**config.mk**
```make
export PLATFORM = sky130hd
export DESIGN_NAME = heater_fan_power_total
export DESIGN_NICKNAME = d
export VERILOG_FILES = /design/src/rtl/hfpt_pkg.sv /design/src/rtl/heater_fan_power_total.sv /design/src/rtl/hfpt_ram.sv /design/src/rtl/hfpt_mac.sv
export VERILOG_INCLUDE_DIRS = /design/src /design/src/rtl
export SDC_FILE = /design/constraint.sdc
export NUM_CORES = 2
export LEC_CHECK = 0
export BUFFER_PORTS_ARGS = -buffer_cell sky130_fd_sc_hd__buf_4
export CAP_MARGIN = 25
export CORE_MARGIN = 2
export CORE_UTILIZATION = 59
export DETAILED_ROUTE_END_ITERATION = 7
export HOLD_SLACK_MARGIN = 0.06
export PLACE_DENSITY = 0.72
export SLEW_MARGIN = 25
export SYNTH_ARGS = -nofsm -noshare
export SYNTH_HDL_FRONTEND = slang
export SYNTH_SLANG_ARGS = --single-unit
```
**constraint.sdc**
```tcl
create_clock -name clk_i -period 19.8 [get_ports clk_i]
set_clock_uncertainty 0.1 [all_clocks]
set_input_delay 0 -clock clk_i [delete_from_list [all_inputs] [get_ports clk_i]]
set_output_delay 0 -clock clk_i [all_outputs]
set_load 0.02 [all_outputs]
```
**src/rtl/heater_fan_power_total_assert.svh**
```systemverilog
// assertion macros used by heater_fan_power_total.sv
`ifndef HEATER_FAN_POWER_TOTAL_ASSERT_SVH
`define HEATER_FAN_POWER_TOTAL_ASSERT_SVH
`ifndef SYNTHESIS
`define HFPT_ASSERT(label, clk, rstn, prop) \
  label: assert property (@(posedge clk) disable iff (!rstn) prop) \
    else $error("assertion failed");
`define HFPT_ASSERT_ALWAYS(label, clk, prop) \
  label: assert property (@(posedge clk) prop) else $error("assertion failed");
`else
`define HFPT_ASSERT(label, clk, rstn, prop)
`define HFPT_ASSERT_ALWAYS(label, clk, prop)
`endif
`endif

```
**src/rtl/hfpt_pkg.sv**
```systemverilog
package hfpt_pkg;

  localparam int unsigned HEATER_CHANNELS_DEF = 8;
  localparam int unsigned FAN_CHANNELS_DEF    = 8;

  // request op codes
  localparam logic OP_HEATER = 1'b0;
  localparam logic OP_FAN    = 1'b1;

  // cubic coefficients scaled by 2^56
  localparam logic signed [32:0] COEF_A = 33'sd202287886;
  localparam logic signed [63:0] COEF_B = 64'sd256342676084;
  localparam logic signed [63:0] COEF_C = 64'sd527879735984090;
  localparam logic signed [63:0] COEF_D = 64'sd54699475627805702;
  localparam logic signed [63:0] NEG_B  = -COEF_B;
  localparam logic signed [63:0] NEG_DS = -(COEF_D >>> 24);

  localparam logic signed [48:0] OUT_OFFSET = 49'sd327680;
  localparam logic signed [48:0] TRUNC_BIAS = 49'sd65535;
  localparam logic signed [24:0] OUT_LOW    = -25'sd16;
  localparam logic signed [24:0] OUT_HIGH   = 25'sd16777215;

  typedef struct packed {
    logic signed [32:0] mul_a;
    logic signed [63:0] addend;
    logic               hi;
  } mac_req_t;

endpackage

```
**src/rtl/heater_fan_power_total.sv**
```systemverilog
// heater and fan power total
// input channel: in_valid_i / in_stall_o with op_i, channel_i, value_i,
// end_of_batch_i; a request is taken when valid is high and stall is low
// output channel: out_valid_o / out_stall_i with total_power_o
// heater request: the table update in ST_HEAT, then ST_FIN
// fan request: the cubic runs as five multiply-add steps on one
// 33x17 multiplier with a 64-bit adder, then the table update
// request with an out-of-range channel: straight to ST_FIN, nothing stored
// in_stall_o is high while a request is being worked on
// on the last request of a batch that touched a channel the total is loaded
// into the output register at the end of the request
// if the output register still holds an untaken total, the block waits in
// its final step until the receiver takes it
// channel tables are RAMs with a valid bit per entry
// reset clears the valid bits, the total, the batch flag and the output valid
`include "heater_fan_power_total_assert.svh"
module heater_fan_power_total #(
  parameter int unsigned HEATER_CHANNELS = hfpt_pkg::HEATER_CHANNELS_DEF,
  parameter int unsigned FAN_CHANNELS    = hfpt_pkg::FAN_CHANNELS_DEF
) (
  input  logic               clk_i,
  input  logic               rst_ni,
  input  logic               in_valid_i,
  output logic               in_stall_o,
  input  logic               op_i,
  input  logic [2:0]         channel_i,
  input  logic [15:0]        value_i,
  input  logic               end_of_batch_i,
  output logic               out_valid_o,
  input  logic               out_stall_i,
  output logic signed [24:0] total_power_o
);

  localparam int unsigned HAW = (HEATER_CHANNELS > 1) ? $clog2(HEATER_CHANNELS) : 1;
  localparam int unsigned FAW = (FAN_CHANNELS > 1) ? $clog2(FAN_CHANNELS) : 1;

  localparam logic [3:0] ST_IDLE = 4'd0;
  localparam logic [3:0] ST_HEAT = 4'd1;
  localparam logic [3:0] ST_M1   = 4'd2;
  localparam logic [3:0] ST_M2   = 4'd3;
  localparam logic [3:0] ST_M3   = 4'd4;
  localparam logic [3:0] ST_M4   = 4'd5;
  localparam logic [3:0] ST_M5   = 4'd6;
  localparam logic [3:0] ST_FUPD = 4'd7;
  localparam logic [3:0] ST_FIN  = 4'd8;

  logic [3:0]                 state_q, state_d;
  logic [2:0]                 ch_q, ch_d;
  logic [15:0]                val_q, val_d;
  logic                       eob_q, eob_d;
  logic                       touched_q, touched_d;
  logic signed [47:0]         total_q, total_d;
  logic signed [63:0]         acc_q, acc_d;
  logic signed [63:0]         opnd_q, opnd_d;
  logic [HEATER_CHANNELS-1:0] hvld_q, hvld_d;
  logic [FAN_CHANNELS-1:0]    fvld_q, fvld_d;
  logic                       out_vld_q, out_vld_d;
  logic signed [24:0]         out_q, out_d;

  logic                       in_acc;
  logic                       in_range;
  logic                       out_free;
  logic [2:0]                 ch_sel;
  logic [HAW-1:0]             h_idx, h_raddr;
  logic [FAW-1:0]             f_idx, f_raddr;
  logic [19:0]                h_rdata, h_old, h_new;
  logic [39:0]                f_rdata, f_old, f_new;
  logic signed [20:0]         h_delta;
  logic                       h_we, f_we;
  hfpt_pkg::mac_req_t         mac_req;
  logic signed [63:0]         mac_sum;
  logic signed [32:0]         opnd_lo, opnd_hi;
  logic signed [48:0]         sum_off, sum_bias;
  logic signed [32:0]         quo;
  logic                       emit_now;
  logic                       touch_st;
  logic                       out_ok;

  assign in_acc   = in_valid_i && !in_stall_o;
  assign in_range = (op_i == hfpt_pkg::OP_FAN) ? (32'(channel_i) < FAN_CHANNELS)
                                               : (32'(channel_i) < HEATER_CHANNELS);
  assign out_free = !out_vld_q || !out_stall_i;

  assign ch_sel  = (state_q == ST_IDLE) ? channel_i : ch_q;
  assign h_raddr = HAW'(ch_sel);
  assign f_raddr = FAW'(ch_sel);
  assign h_idx   = HAW'(ch_q);
  assign f_idx   = FAW'(ch_q);

  hfpt_ram #(
    .WIDTH (20),
    .DEPTH (HEATER_CHANNELS)
  ) u_heater_ram (
    .clk_i   (clk_i),
    .we_i    (h_we),
    .waddr_i (h_idx),
    .wdata_i (h_new),
    .raddr_i (h_raddr),
    .rdata_o (h_rdata)
  );

  hfpt_ram #(
    .WIDTH (40),
    .DEPTH (FAN_CHANNELS)
  ) u_fan_ram (
    .clk_i   (clk_i),
    .we_i    (f_we),
    .waddr_i (f_idx),
    .wdata_i (f_new),
    .raddr_i (f_raddr),
    .rdata_o (f_rdata)
  );

  assign h_old   = hvld_q[h_idx] ? h_rdata : '0;
  assign f_old   = fvld_q[f_idx] ? f_rdata : '0;
  // setting times 10 as two shifts
  assign h_new   = 20'({val_q, 3'b000}) + 20'({val_q, 1'b0});
  assign h_delta = $signed({1'b0, h_new}) - $signed({1'b0, h_old});
  // zero speed gives exactly zero
  assign f_new   = (val_q == '0) ? '0 : acc_q[55:16];
  assign h_we    = (state_q == ST_HEAT);
  assign f_we    = (state_q == ST_FUPD);

  assign opnd_lo = $signed({1'b0, opnd_q[31:0]});
  assign opnd_hi = $signed({opnd_q[63], opnd_q[63:32]});

  always_comb begin
    mac_req = '0;
    unique case (state_q)
      ST_M1: begin
        mac_req.mul_a  = hfpt_pkg::COEF_A;
        mac_req.addend = hfpt_pkg::NEG_B;
      end
      ST_M2: begin
        mac_req.mul_a  = opnd_lo;
        mac_req.addend = hfpt_pkg::COEF_C;
      end
      ST_M3: begin
        mac_req.mul_a  = opnd_hi;
        mac_req.addend = acc_q;
        mac_req.hi     = 1'b1;
      end
      ST_M4: begin
        mac_req.mul_a  = opnd_lo;
        mac_req.addend = hfpt_pkg::NEG_DS;
      end
      ST_M5: begin
        mac_req.mul_a  = opnd_hi;
        mac_req.addend = acc_q;
        mac_req.hi     = 1'b1;
      end
      default: begin
        mac_req = '0;
      end
    endcase
  end

  hfpt_mac u_mac (
    .req_i   (mac_req),
    .mul_b_i ($signed({1'b0, val_q})),
    .sum_o   (mac_sum)
  );

  // total plus 5, truncated toward zero
  assign sum_off  = $signed({total_q[47], total_q}) + hfpt_pkg::OUT_OFFSET;
  assign sum_bias = sum_off + hfpt_pkg::TRUNC_BIAS;
  assign quo      = sum_off[48] ? sum_bias[48:16] : sum_off[48:16];

  always_comb begin
    state_d   = state_q;
    ch_d      = ch_q;
    val_d     = val_q;
    eob_d     = eob_q;
    touched_d = touched_q;
    total_d   = total_q;
    acc_d     = acc_q;
    opnd_d    = opnd_q;
    hvld_d    = hvld_q;
    fvld_d    = fvld_q;
    out_vld_d = out_vld_q && out_stall_i;
    out_d     = out_q;

    unique case (state_q)
      ST_IDLE: begin
        if (in_acc) begin
          ch_d  = channel_i;
          val_d = value_i;
          eob_d = end_of_batch_i;
          if (!in_range) begin
            state_d = ST_FIN;
          end else if (op_i == hfpt_pkg::OP_FAN) begin
            state_d = ST_M1;
          end else begin
            state_d = ST_HEAT;
          end
        end
      end
      ST_HEAT: begin
        total_d       = total_q + {{11{h_delta[20]}}, h_delta, 16'b0};
        hvld_d[h_idx] = 1'b1;
        touched_d     = 1'b1;
        state_d       = ST_FIN;
      end
      ST_M1: begin
        acc_d   = mac_sum;
        opnd_d  = mac_sum;
        state_d = ST_M2;
      end
      ST_M2: begin
        acc_d   = mac_sum;
        state_d = ST_M3;
      end
      ST_M3: begin
        acc_d   = mac_sum;
        opnd_d  = mac_sum >>> 24;
        state_d = ST_M4;
      end
      ST_M4: begin
        acc_d   = mac_sum;
        state_d = ST_M5;
      end
      ST_M5: begin
        acc_d   = mac_sum;
        state_d = ST_FUPD;
      end
      ST_FUPD: begin
        total_d       = total_q + {{8{f_new[39]}}, f_new} - {{8{f_old[39]}}, f_old};
        fvld_d[f_idx] = 1'b1;
        touched_d     = 1'b1;
        state_d       = ST_FIN;
      end
      ST_FIN: begin
        if (!(eob_q && touched_q)) begin
          state_d = ST_IDLE;
        end else if (out_free) begin
          out_vld_d = 1'b1;
          if (quo < hfpt_pkg::OUT_LOW) begin
            out_d = hfpt_pkg::OUT_LOW;
          end else if (quo > hfpt_pkg::OUT_HIGH) begin
            out_d = hfpt_pkg::OUT_HIGH;
          end else begin
            out_d = quo[24:0];
          end
          touched_d = 1'b0;
          state_d   = ST_IDLE;
        end
      end
      default: begin
        state_d = ST_IDLE;
      end
    endcase
  end

  always_ff @(posedge clk_i or negedge rst_ni) begin
    if (!rst_ni) begin
      state_q   <= ST_IDLE;
      touched_q <= 1'b0;
      total_q   <= '0;
      hvld_q    <= '0;
      fvld_q    <= '0;
      out_vld_q <= 1'b0;
    end else begin
      state_q   <= state_d;
      touched_q <= touched_d;
      total_q   <= total_d;
      hvld_q    <= hvld_d;
      fvld_q    <= fvld_d;
      out_vld_q <= out_vld_d;
    end
  end

  always_ff @(posedge clk_i) begin
    ch_q   <= ch_d;
    val_q  <= val_d;
    eob_q  <= eob_d;
    acc_q  <= acc_d;
    opnd_q <= opnd_d;
    out_q  <= out_d;
  end

  assign in_stall_o    = (state_q != ST_IDLE);
  assign out_valid_o   = out_vld_q;
  assign total_power_o = out_q;

  assign emit_now = (state_q == ST_FIN) && eob_q && touched_q && out_free;
  assign touch_st = (state_q == ST_HEAT) || (state_q == ST_FUPD);
  assign out_ok   = (out_q >= hfpt_pkg::OUT_LOW) && (out_q <= hfpt_pkg::OUT_HIGH);

  `HFPT_ASSERT(a_accept_busy, clk_i, rst_ni, in_acc |=> state_q != ST_IDLE)
  `HFPT_ASSERT(a_emit_from_fin, clk_i, rst_ni, $rose(out_vld_q) |-> $past(state_q) == ST_FIN)
  `HFPT_ASSERT(a_touch_source, clk_i, rst_ni, $rose(touched_q) |-> $past(touch_st))
  `HFPT_ASSERT(a_emit_clears, clk_i, rst_ni, emit_now |=> (!touched_q && out_vld_q))
  `HFPT_ASSERT_ALWAYS(a_out_range, clk_i, out_vld_q |-> out_ok)

endmodule

```
**src/rtl/hfpt_ram.sv**
```systemverilog
module hfpt_ram #(
  parameter int unsigned WIDTH = 8,
  parameter int unsigned DEPTH = 8,
  localparam int unsigned AW = (DEPTH > 1) ? $clog2(DEPTH) : 1
) (
  input  logic             clk_i,
  input  logic             we_i,
  input  logic [AW-1:0]    waddr_i,
  input  logic [WIDTH-1:0] wdata_i,
  input  logic [AW-1:0]    raddr_i,
  output logic [WIDTH-1:0] rdata_o
);

  logic [WIDTH-1:0] mem_q [DEPTH];
  logic [WIDTH-1:0] rdata_q;

  always_ff @(posedge clk_i) begin
    if (we_i) begin
      mem_q[waddr_i] <= wdata_i;
    end
    rdata_q <= mem_q[raddr_i];
  end

  assign rdata_o = rdata_q;

endmodule

```
**src/rtl/hfpt_mac.sv**
```systemverilog
module hfpt_mac (
  input  hfpt_pkg::mac_req_t  req_i,
  input  logic signed [16:0]  mul_b_i,
  output logic signed [63:0]  sum_o
);

  logic signed [49:0] prod;
  logic signed [63:0] prod_ext;
  logic signed [63:0] term;

  assign prod     = req_i.mul_a * mul_b_i;
  assign prod_ext = 64'(prod);
  // upper partial product lands 32 bits up
  assign term     = req_i.hi ? {prod_ext[31:0], 32'b0} : prod_ext;
  assign sum_o    = req_i.addend + term;

endmodule

```
After elaboration in Yosys (flattened, before gate mapping)
Memory sizes are Yosys's and may differ from the RTL's. A register that Yosys moved wholly into a read port is not among the register bits.
Index checks and enable logic that the tools add are counted.

word-level totals
  register bits = 243
  bits in writable memories = 480
  output and inout bits = 27
  memories kept = 2

memories
  name                depth  bits a word  read ports  clocked after Yosys merged registers in  wr ports  RTL line        text
  u_fan_ram.mem_q     8      40           1           1                                        1         hfpt_ram.sv:14  logic [WIDTH-1:0] mem_q [DEPTH];
  u_heater_ram.mem_q  8      20           1           1                                        1         hfpt_ram.sv:14

cells by class
  add/subtract/negate cells = 8
  $mul = 1
  order comparisons = 4
  equal/unequal tests = 12
  multiplexer cells = 32
  bitwise gates (word level) = 2
  reduce and logical (&&, ||, !) cells = 22

operator list
  kind                                                                     number
  97-bit case mux with 4 select lines                                      1
  64-bit case mux with 2 select lines                                      1
  48-bit adder                                                             2
  48-bit case mux with 2 select lines                                      1
  40-bit two-way mux                                                       2
  64-bit adder                                                             1
  64-bit two-way mux                                                       1
  33-bit by 17-bit multiplier with 50-bit output                           1
  48-bit by 20-bit adder with 49-bit output (second input constant)        1
  49-bit by 17-bit adder with 49-bit output (second input constant)        1
  48-bit subtractor                                                        1
  33-bit by 25-bit > comparator with 1-bit output (second input constant)  1
  33-bit by 5-bit < comparator with 1-bit output (second input constant)   1
  33-bit two-way mux                                                       1
  4-bit case mux with 8 select lines                                       1
  25-bit two-way mux                                                       1
  20-bit by 20-bit subtractor with 21-bit output                           1
  19-bit by 17-bit adder with 20-bit output                                1
  20-bit two-way mux                                                       1
  4-bit by 3-bit == test with 1-bit output (second input constant)         4
  16-bit logical NOT                                                       1
  8-bit bitwise OR                                                         2
  1-bit two-way mux                                                        13
  4-bit two-way mux                                                        3
  other kinds (22)                                                         37

Longest topological paths before layout
  depth in word-level cells = 7
  gate-level depth with buffers = 46
  depth with buffers taken out = 41

By module
From an unflattened synthesis, not the netlist that was laid out.

unflattened totals
  cell total of the unflattened synthesis = 5737
  area total of the unflattened synthesis = 62560.0 um^2

modules (own cells, without submodules)
  module                    instances  cells each  area an instance (um^2)
  hfpt_mac                  1          2783        23311.1
  heater_fan_power_total    1          2175        19464.9
  hfpt_ram at u_fan_ram     1          515         13171.4
  hfpt_ram at u_heater_ram  1          264         6612.6

Worst setup path after synthesis
No wires, ideal clock.

  path kind = register to register
  start = register state_q[2]
  end = register opnd_q[40] (data pin)
  setup time = 271 ps
  arrival time = 10190 ps
  required time = 19429 ps
  setup slack = 9239 ps
  stages on the path, launching flop included = 43
  clock period less this slack = 10561 ps
  cell sequence = dfrtp_1 > clkbuf_1 > inv_1 > nor3_1 > clkbuf_1 > buf_1 > a221o_1 > clkbuf_1 > nand2_1 > fa_1 > fa_1 > fa_1 > inv_1 > fa_1 > fa_1 > inv_1 > fa_1 > inv_1 > [... 7 more ...] > o21ai_0 > a221oi_1 > xor2_1 > o21ai_0 > ha_1 > clkbuf_1 > a21oi_1 > o21ai_0 > a21oi_1 > o221ai_1 > a31oi_1 > nand2b_1 > a21oi_1 > or3_1 > xnor2_1 > nand2_1 > clkbuf_1 > o21ai_0

between the ends
  cells in the longest elaborated chain, start to end = 7
  elaborated cells on any way between the ends = 12
  those cells by class = 1 x add/sub; 1 x mul; 5 x eq/ne; 4 x mux; 1 x reduce/logical

ends and longest elaborated chain
  element                                                             RTL line                                                      text
  from (decl)                                                         heater_fan_power_total.sv:47                                  logic [3:0] state_q, state_d;
  from (signal assigned)                                              heater_fan_power_total.sv:263                                 state_q <= state_d;
  4-bit by 3-bit == test with 1-bit output, on equally long branches  heater_fan_power_total.sv:129, heater_fan_power_total.sv:183
  2-bit OR reduction (no source line)                                 n/a
  97-bit case mux with 4 select lines                                 heater_fan_power_total.sv:129                                 unique case (state_q)
  33-bit by 17-bit multiplier with 50-bit output                      hfpt_mac.sv:11                                                assign prod = req_i.mul_a * mul_b_i;
  64-bit two-way mux                                                  hfpt_mac.sv:14                                                assign term = req_i.hi ? {prod_ext[31:0], 32'b0} : prod_ext;
  64-bit adder                                                        hfpt_mac.sv:15                                                assign sum_o = req_i.addend + term;
  64-bit case mux with 2 select lines *                               heater_fan_power_total.sv:183                                 unique case (state_q)
  named net opnd_d[40]                                                heater_fan_power_total.sv:54                                  logic signed [63:0] opnd_q, opnd_d;
  to (signal assigned)                                                heater_fan_power_total.sv:277                                 opnd_q <= opnd_d;
  to (decl)                                                           heater_fan_power_total.sv:54

Mark *: on every way through the listed nets, which the timed path passes. The rest lies on a longest branch. The select of a mux whose other input is x is not followed.
A chain may end at the register's enable or synchronous reset.

Worst setup path in the final report
  start = register state_q[0]
  end = register opnd_q[40] (data pin)

Same word-level chain as after synthesis.

==> flow_results.xml <==
<?xml version="1.0" encoding="UTF-8"?>
<metrics>
  <group name="run_status">
    <metric name="status" unit="">completed</metric>
  </group>
  <group name="layout">
    <metric name="fin_nets" unit="">6559</metric>
    <metric name="drive_above_1_share" unit="">0.0902</metric>
    <metric name="syn2layout_area_growth" unit="%">8.32</metric>
  </group>
  <group name="critical_path">
    <metric name="worst_ep_arrival" unit="ns">12.93</metric>
    <metric name="timing.reg2reg.setup_slack" unit="ns">7.10</metric>
    <metric name="cpMostUsedCell" unit="">fa_1</metric>
    <metric name="crit_fanout" unit="">42</metric>
    <metric name="timing.critical_path.slowest_stage_cell" unit="">dfrtp_1</metric>
    <metric name="critical-path-max-stage-delay" unit="ns">0.80</metric>
    <metric name="timing.critical_path.from_type" unit="">flop</metric>
    <metric name="criticalPathCategory" unit="">reg -&gt; reg</metric>
    <metric name="endpoint_kind" unit="">flop</metric>
    <metric name="critPathRequiredTime" unit="ns">20.03</metric>
  </group>
  <group name="drt">
    <metric name="drt_drc_violations_left" unit="">0</metric>
    <metric name="drt_first_iter_violations" unit="">4086</metric>
    <metric name="detailroute.via_count" unit="">43000</metric>
    <metric name="antenna_violation_net_count_after_detailed_routing" unit="">0</metric>
    <metric name="first_pass_iters" unit="">6</metric>
    <metric name="detailed_route_wire_length" unit="µm">166000</metric>
    <metric name="wl_per_cell" unit="µm">23.2</metric>
    <metric name="avgViaCountPerCell" unit="">6.03</metric>
  </group>
  <group name="global_routing">
    <metric name="number_of_global_route_vias_before_repair" unit="">43700</metric>
    <metric name="grt_antenna_before_repair" unit="">2</metric>
    <metric name="grt_max_degree" unit="">142</metric>
    <metric name="grt_pass1_wl" unit="µm">257000</metric>
    <metric name="grt_remaining_overflow" unit="">0</metric>
    <metric name="grtUsageTotal" unit="">0.316</metric>
  </group>
  <group name="flow_run">
    <metric name="maxCapViolations" unit="">0</metric>
  </group>
  <group name="clock_network">
    <metric name="cts_resized" unit="">0</metric>
    <metric name="cts_hold_bufs" unit="">43</metric>
    <metric name="tritoncts.num_buffers" unit="">79</metric>
    <metric name="clock_tree.buffer_depth" unit="">3</metric>
    <metric name="cts_tree" unit="">built</metric>
    <metric name="postCtsSetupRepairBufs" unit="">0</metric>
    <metric name="cts.sink_count" unit="">774</metric>
    <metric name="clk_root_buf" unit="">clkbuf_16</metric>
    <metric name="cts_max_level" unit="">3</metric>
    <metric name="clk_pin_slew_worst_setup_hold_paths" unit="ns">0.06</metric>
    <metric name="clock_insertion_delay_worst_skew" unit="ns">0.67</metric>
  </group>
  <group name="floorplan">
    <metric name="initial_core_util" unit="">0.596</metric>
    <metric name="std_cell_rows" unit="">117</metric>
    <metric name="top_level_ports" unit="">52</metric>
    <metric name="fp.coreArea" unit="µm²">102000</metric>
    <metric name="chipHeight" unit="µm">325</metric>
    <metric name="dieWidth" unit="µm">325</metric>
    <metric name="die_area" unit="µm²">106000</metric>
  </group>
  <group name="timing">
    <metric name="hold_violations" unit="">0</metric>
    <metric name="drv_slew" unit="">0</metric>
    <metric name="finalCritPeriodShare" unit="">0.641</metric>
    <metric name="rsz0062_at_grt" unit="">false</metric>
    <metric name="report.final.setup_viol" unit="">0</metric>
    <metric name="timing.setup.tns" unit="ns">0</metric>
    <metric name="highest_clock_rate" unit="MHz">78.7</metric>
    <metric name="worst_slew_margin_rel" unit="">0.356</metric>
    <metric name="finalWorstPathRequiredPeriod" unit="ns">12.70</metric>
    <metric name="tightest_slew" unit="ns">0.959</metric>
  </group>
  <group name="yosys">
    <metric name="synth_top_cell_by_area" unit="">edfxtp_1</metric>
    <metric name="synthesis.nets" unit="">6563</metric>
    <metric name="synth_edf_count" unit="">645</metric>
    <metric name="ys_types" unit="">96</metric>
    <metric name="ys_seq_elements" unit="">774</metric>
    <metric name="yosys_most_used_dff" unit="">edfxtp_1</metric>
    <metric name="synth-async-reset-ratio" unit="">0.0904</metric>
    <metric name="synth_seq_area_share" unit="">0.367</metric>
    <metric name="synth_area" unit="µm²">60800</metric>
    <metric name="synth_area_leaders" unit="">edfxtp_1 (32%), fa_1 (18%), ha_1 (6.1%)</metric>
    <metric name="netlist_instances" unit="">5689</metric>
    <metric name="ys.warnings.count" unit="">0</metric>
    <metric name="avgSynthCellArea" unit="µm²">10.7</metric>
    <metric name="yosysTopAreaCellShare" unit="">0.319</metric>
  </group>
  <group name="placement">
    <metric name="gpl.final_weighted_congestion" unit="">1.03</metric>
    <metric name="placement.io_buffers" unit="">51</metric>
    <metric name="detailed_place_hpwl" unit="µm">119000</metric>
  </group>
  <group name="hold_path">
    <metric name="path_category_of_the_worst_min_delay_check" unit="">in -&gt; reg</metric>
  </group>
</metrics>
[through the flow]
step	hold WS, ns	worst slack (ns)	utilization	instance area (µm²)	std cells
floorplan	-0.396	9.24	-	60800	5689
global placement	-0.265	7.80	0.614	62600	6929
detailed placement	-0.264	7.43	0.614	62600	6929
CTS	0.0983	7.34	0.646	65800	7119
global route	0.107	6.35	0.646	65800	7119
finish	0.135	7.10	0.646	65800	7122
[cells by family after synthesis]
logic type	Yosys count	synth area share
buf+inv	1104	0.0686
xor+xnor	252	0.0366
fa+ha+maj	849	0.243
compound gates	931	0.100
simple gates	1587	0.127
flops	774	0.367
mux	192	0.0572
[routing by layer]
layer,global-route usage,part of all wire,vias to the layer above
met5,0,0.00016,-
met4,0.138,0.047,4
met3,0.0443,0.071,371
met2,0.514,0.48,1779
met1,0.428,0.41,21600
li1,-,-,19200
[final timing paths]
check,from,to,depth (start not counted)
setup reg to reg,state_q[0],opnd_q[40],36
setup / recovery,state_q[0],opnd_q[40],36
max in group asynchronous,rst_ni,hvld_q[1],4
min in group asynchronous,rst_ni,total_q[37],4
hold reg to reg,fvld_q[5],fvld_q[5],1
hold / removal,end_of_batch_i,eob_q,2
[registers in the layout, summed over array words and instances, names as in the netlist, 4 cells and up]
| register | count |
|---|---|
| fvld_q | 8 |
| u_fan_ram.mem_q | 320 |
| val_q | 16 |
| total_power_o | 25 |
| hvld_q | 8 |
| state_q | 4 |
| u_heater_ram.mem_q | 152 |
| u_heater_ram.rdata_o | 19 |
| acc_q | 64 |
| total_q | 48 |
| opnd_q | 64 |
| u_fan_ram.rdata_o | 40 |
[synthesized netlist by cell type (69+ instances only)]
| library cell | count |
|---|---|
| edfxtp_1 | 645 |
| o21ai_0 | 186 |
| xor2_1 | 92 |
| nand2_1 | 646 |
| ha_1 | 295 |
| and2_1 | 260 |
| a21oi_1 | 249 |
| dfrtp_1 | 70 |
| nor2_1 | 230 |
| mux4_2 | 118 |
| fa_1 | 554 |
| xnor2_1 | 159 |
| nor2b_1 | 69 |
| inv_1 | 857 |
| a21o_1 | 173 |
| clkbuf_1 | 212 |
[final cells by class]
class                      instances  area [µm²]
fill                            8009       36100
multi-input combinational       3811       34500
sequential                       774       22300
inverter                         858        3220
clock buffer                     100        2150
tap                             1368        1710
timing repair buffer             161        1330
clock inverter                    47         636
antenna                            3        7.51
[critical path: cells and delay by family, from the launching register on]
family	cells	cell delay, ns
XOR/XNOR	2	0.35
adder cells (fa/ha/maj)	8	3.98
AND/OR/NAND/NOR	8	3.03
buffers and inverters	4	0.64
flip-flops	1	0.80
AO/OA/AOI/OAI	14	3.41
[layout by cell type, fill, tap and decap left out, drive strengths merged, types with 92 or more instances in the layout]
master	count
o21ai	190
buf	118
nand2	648
a21o	173
edfxtp	645
mux4	118
ha	295
clkbuf	100
and2	262
fa	554
xor2	92
inv	862
a21oi	250
nor2	230
xnor2	159
Power is not shown: default switching activity piles up to over one toggle a cycle in this logic, so the estimate is an artifact.
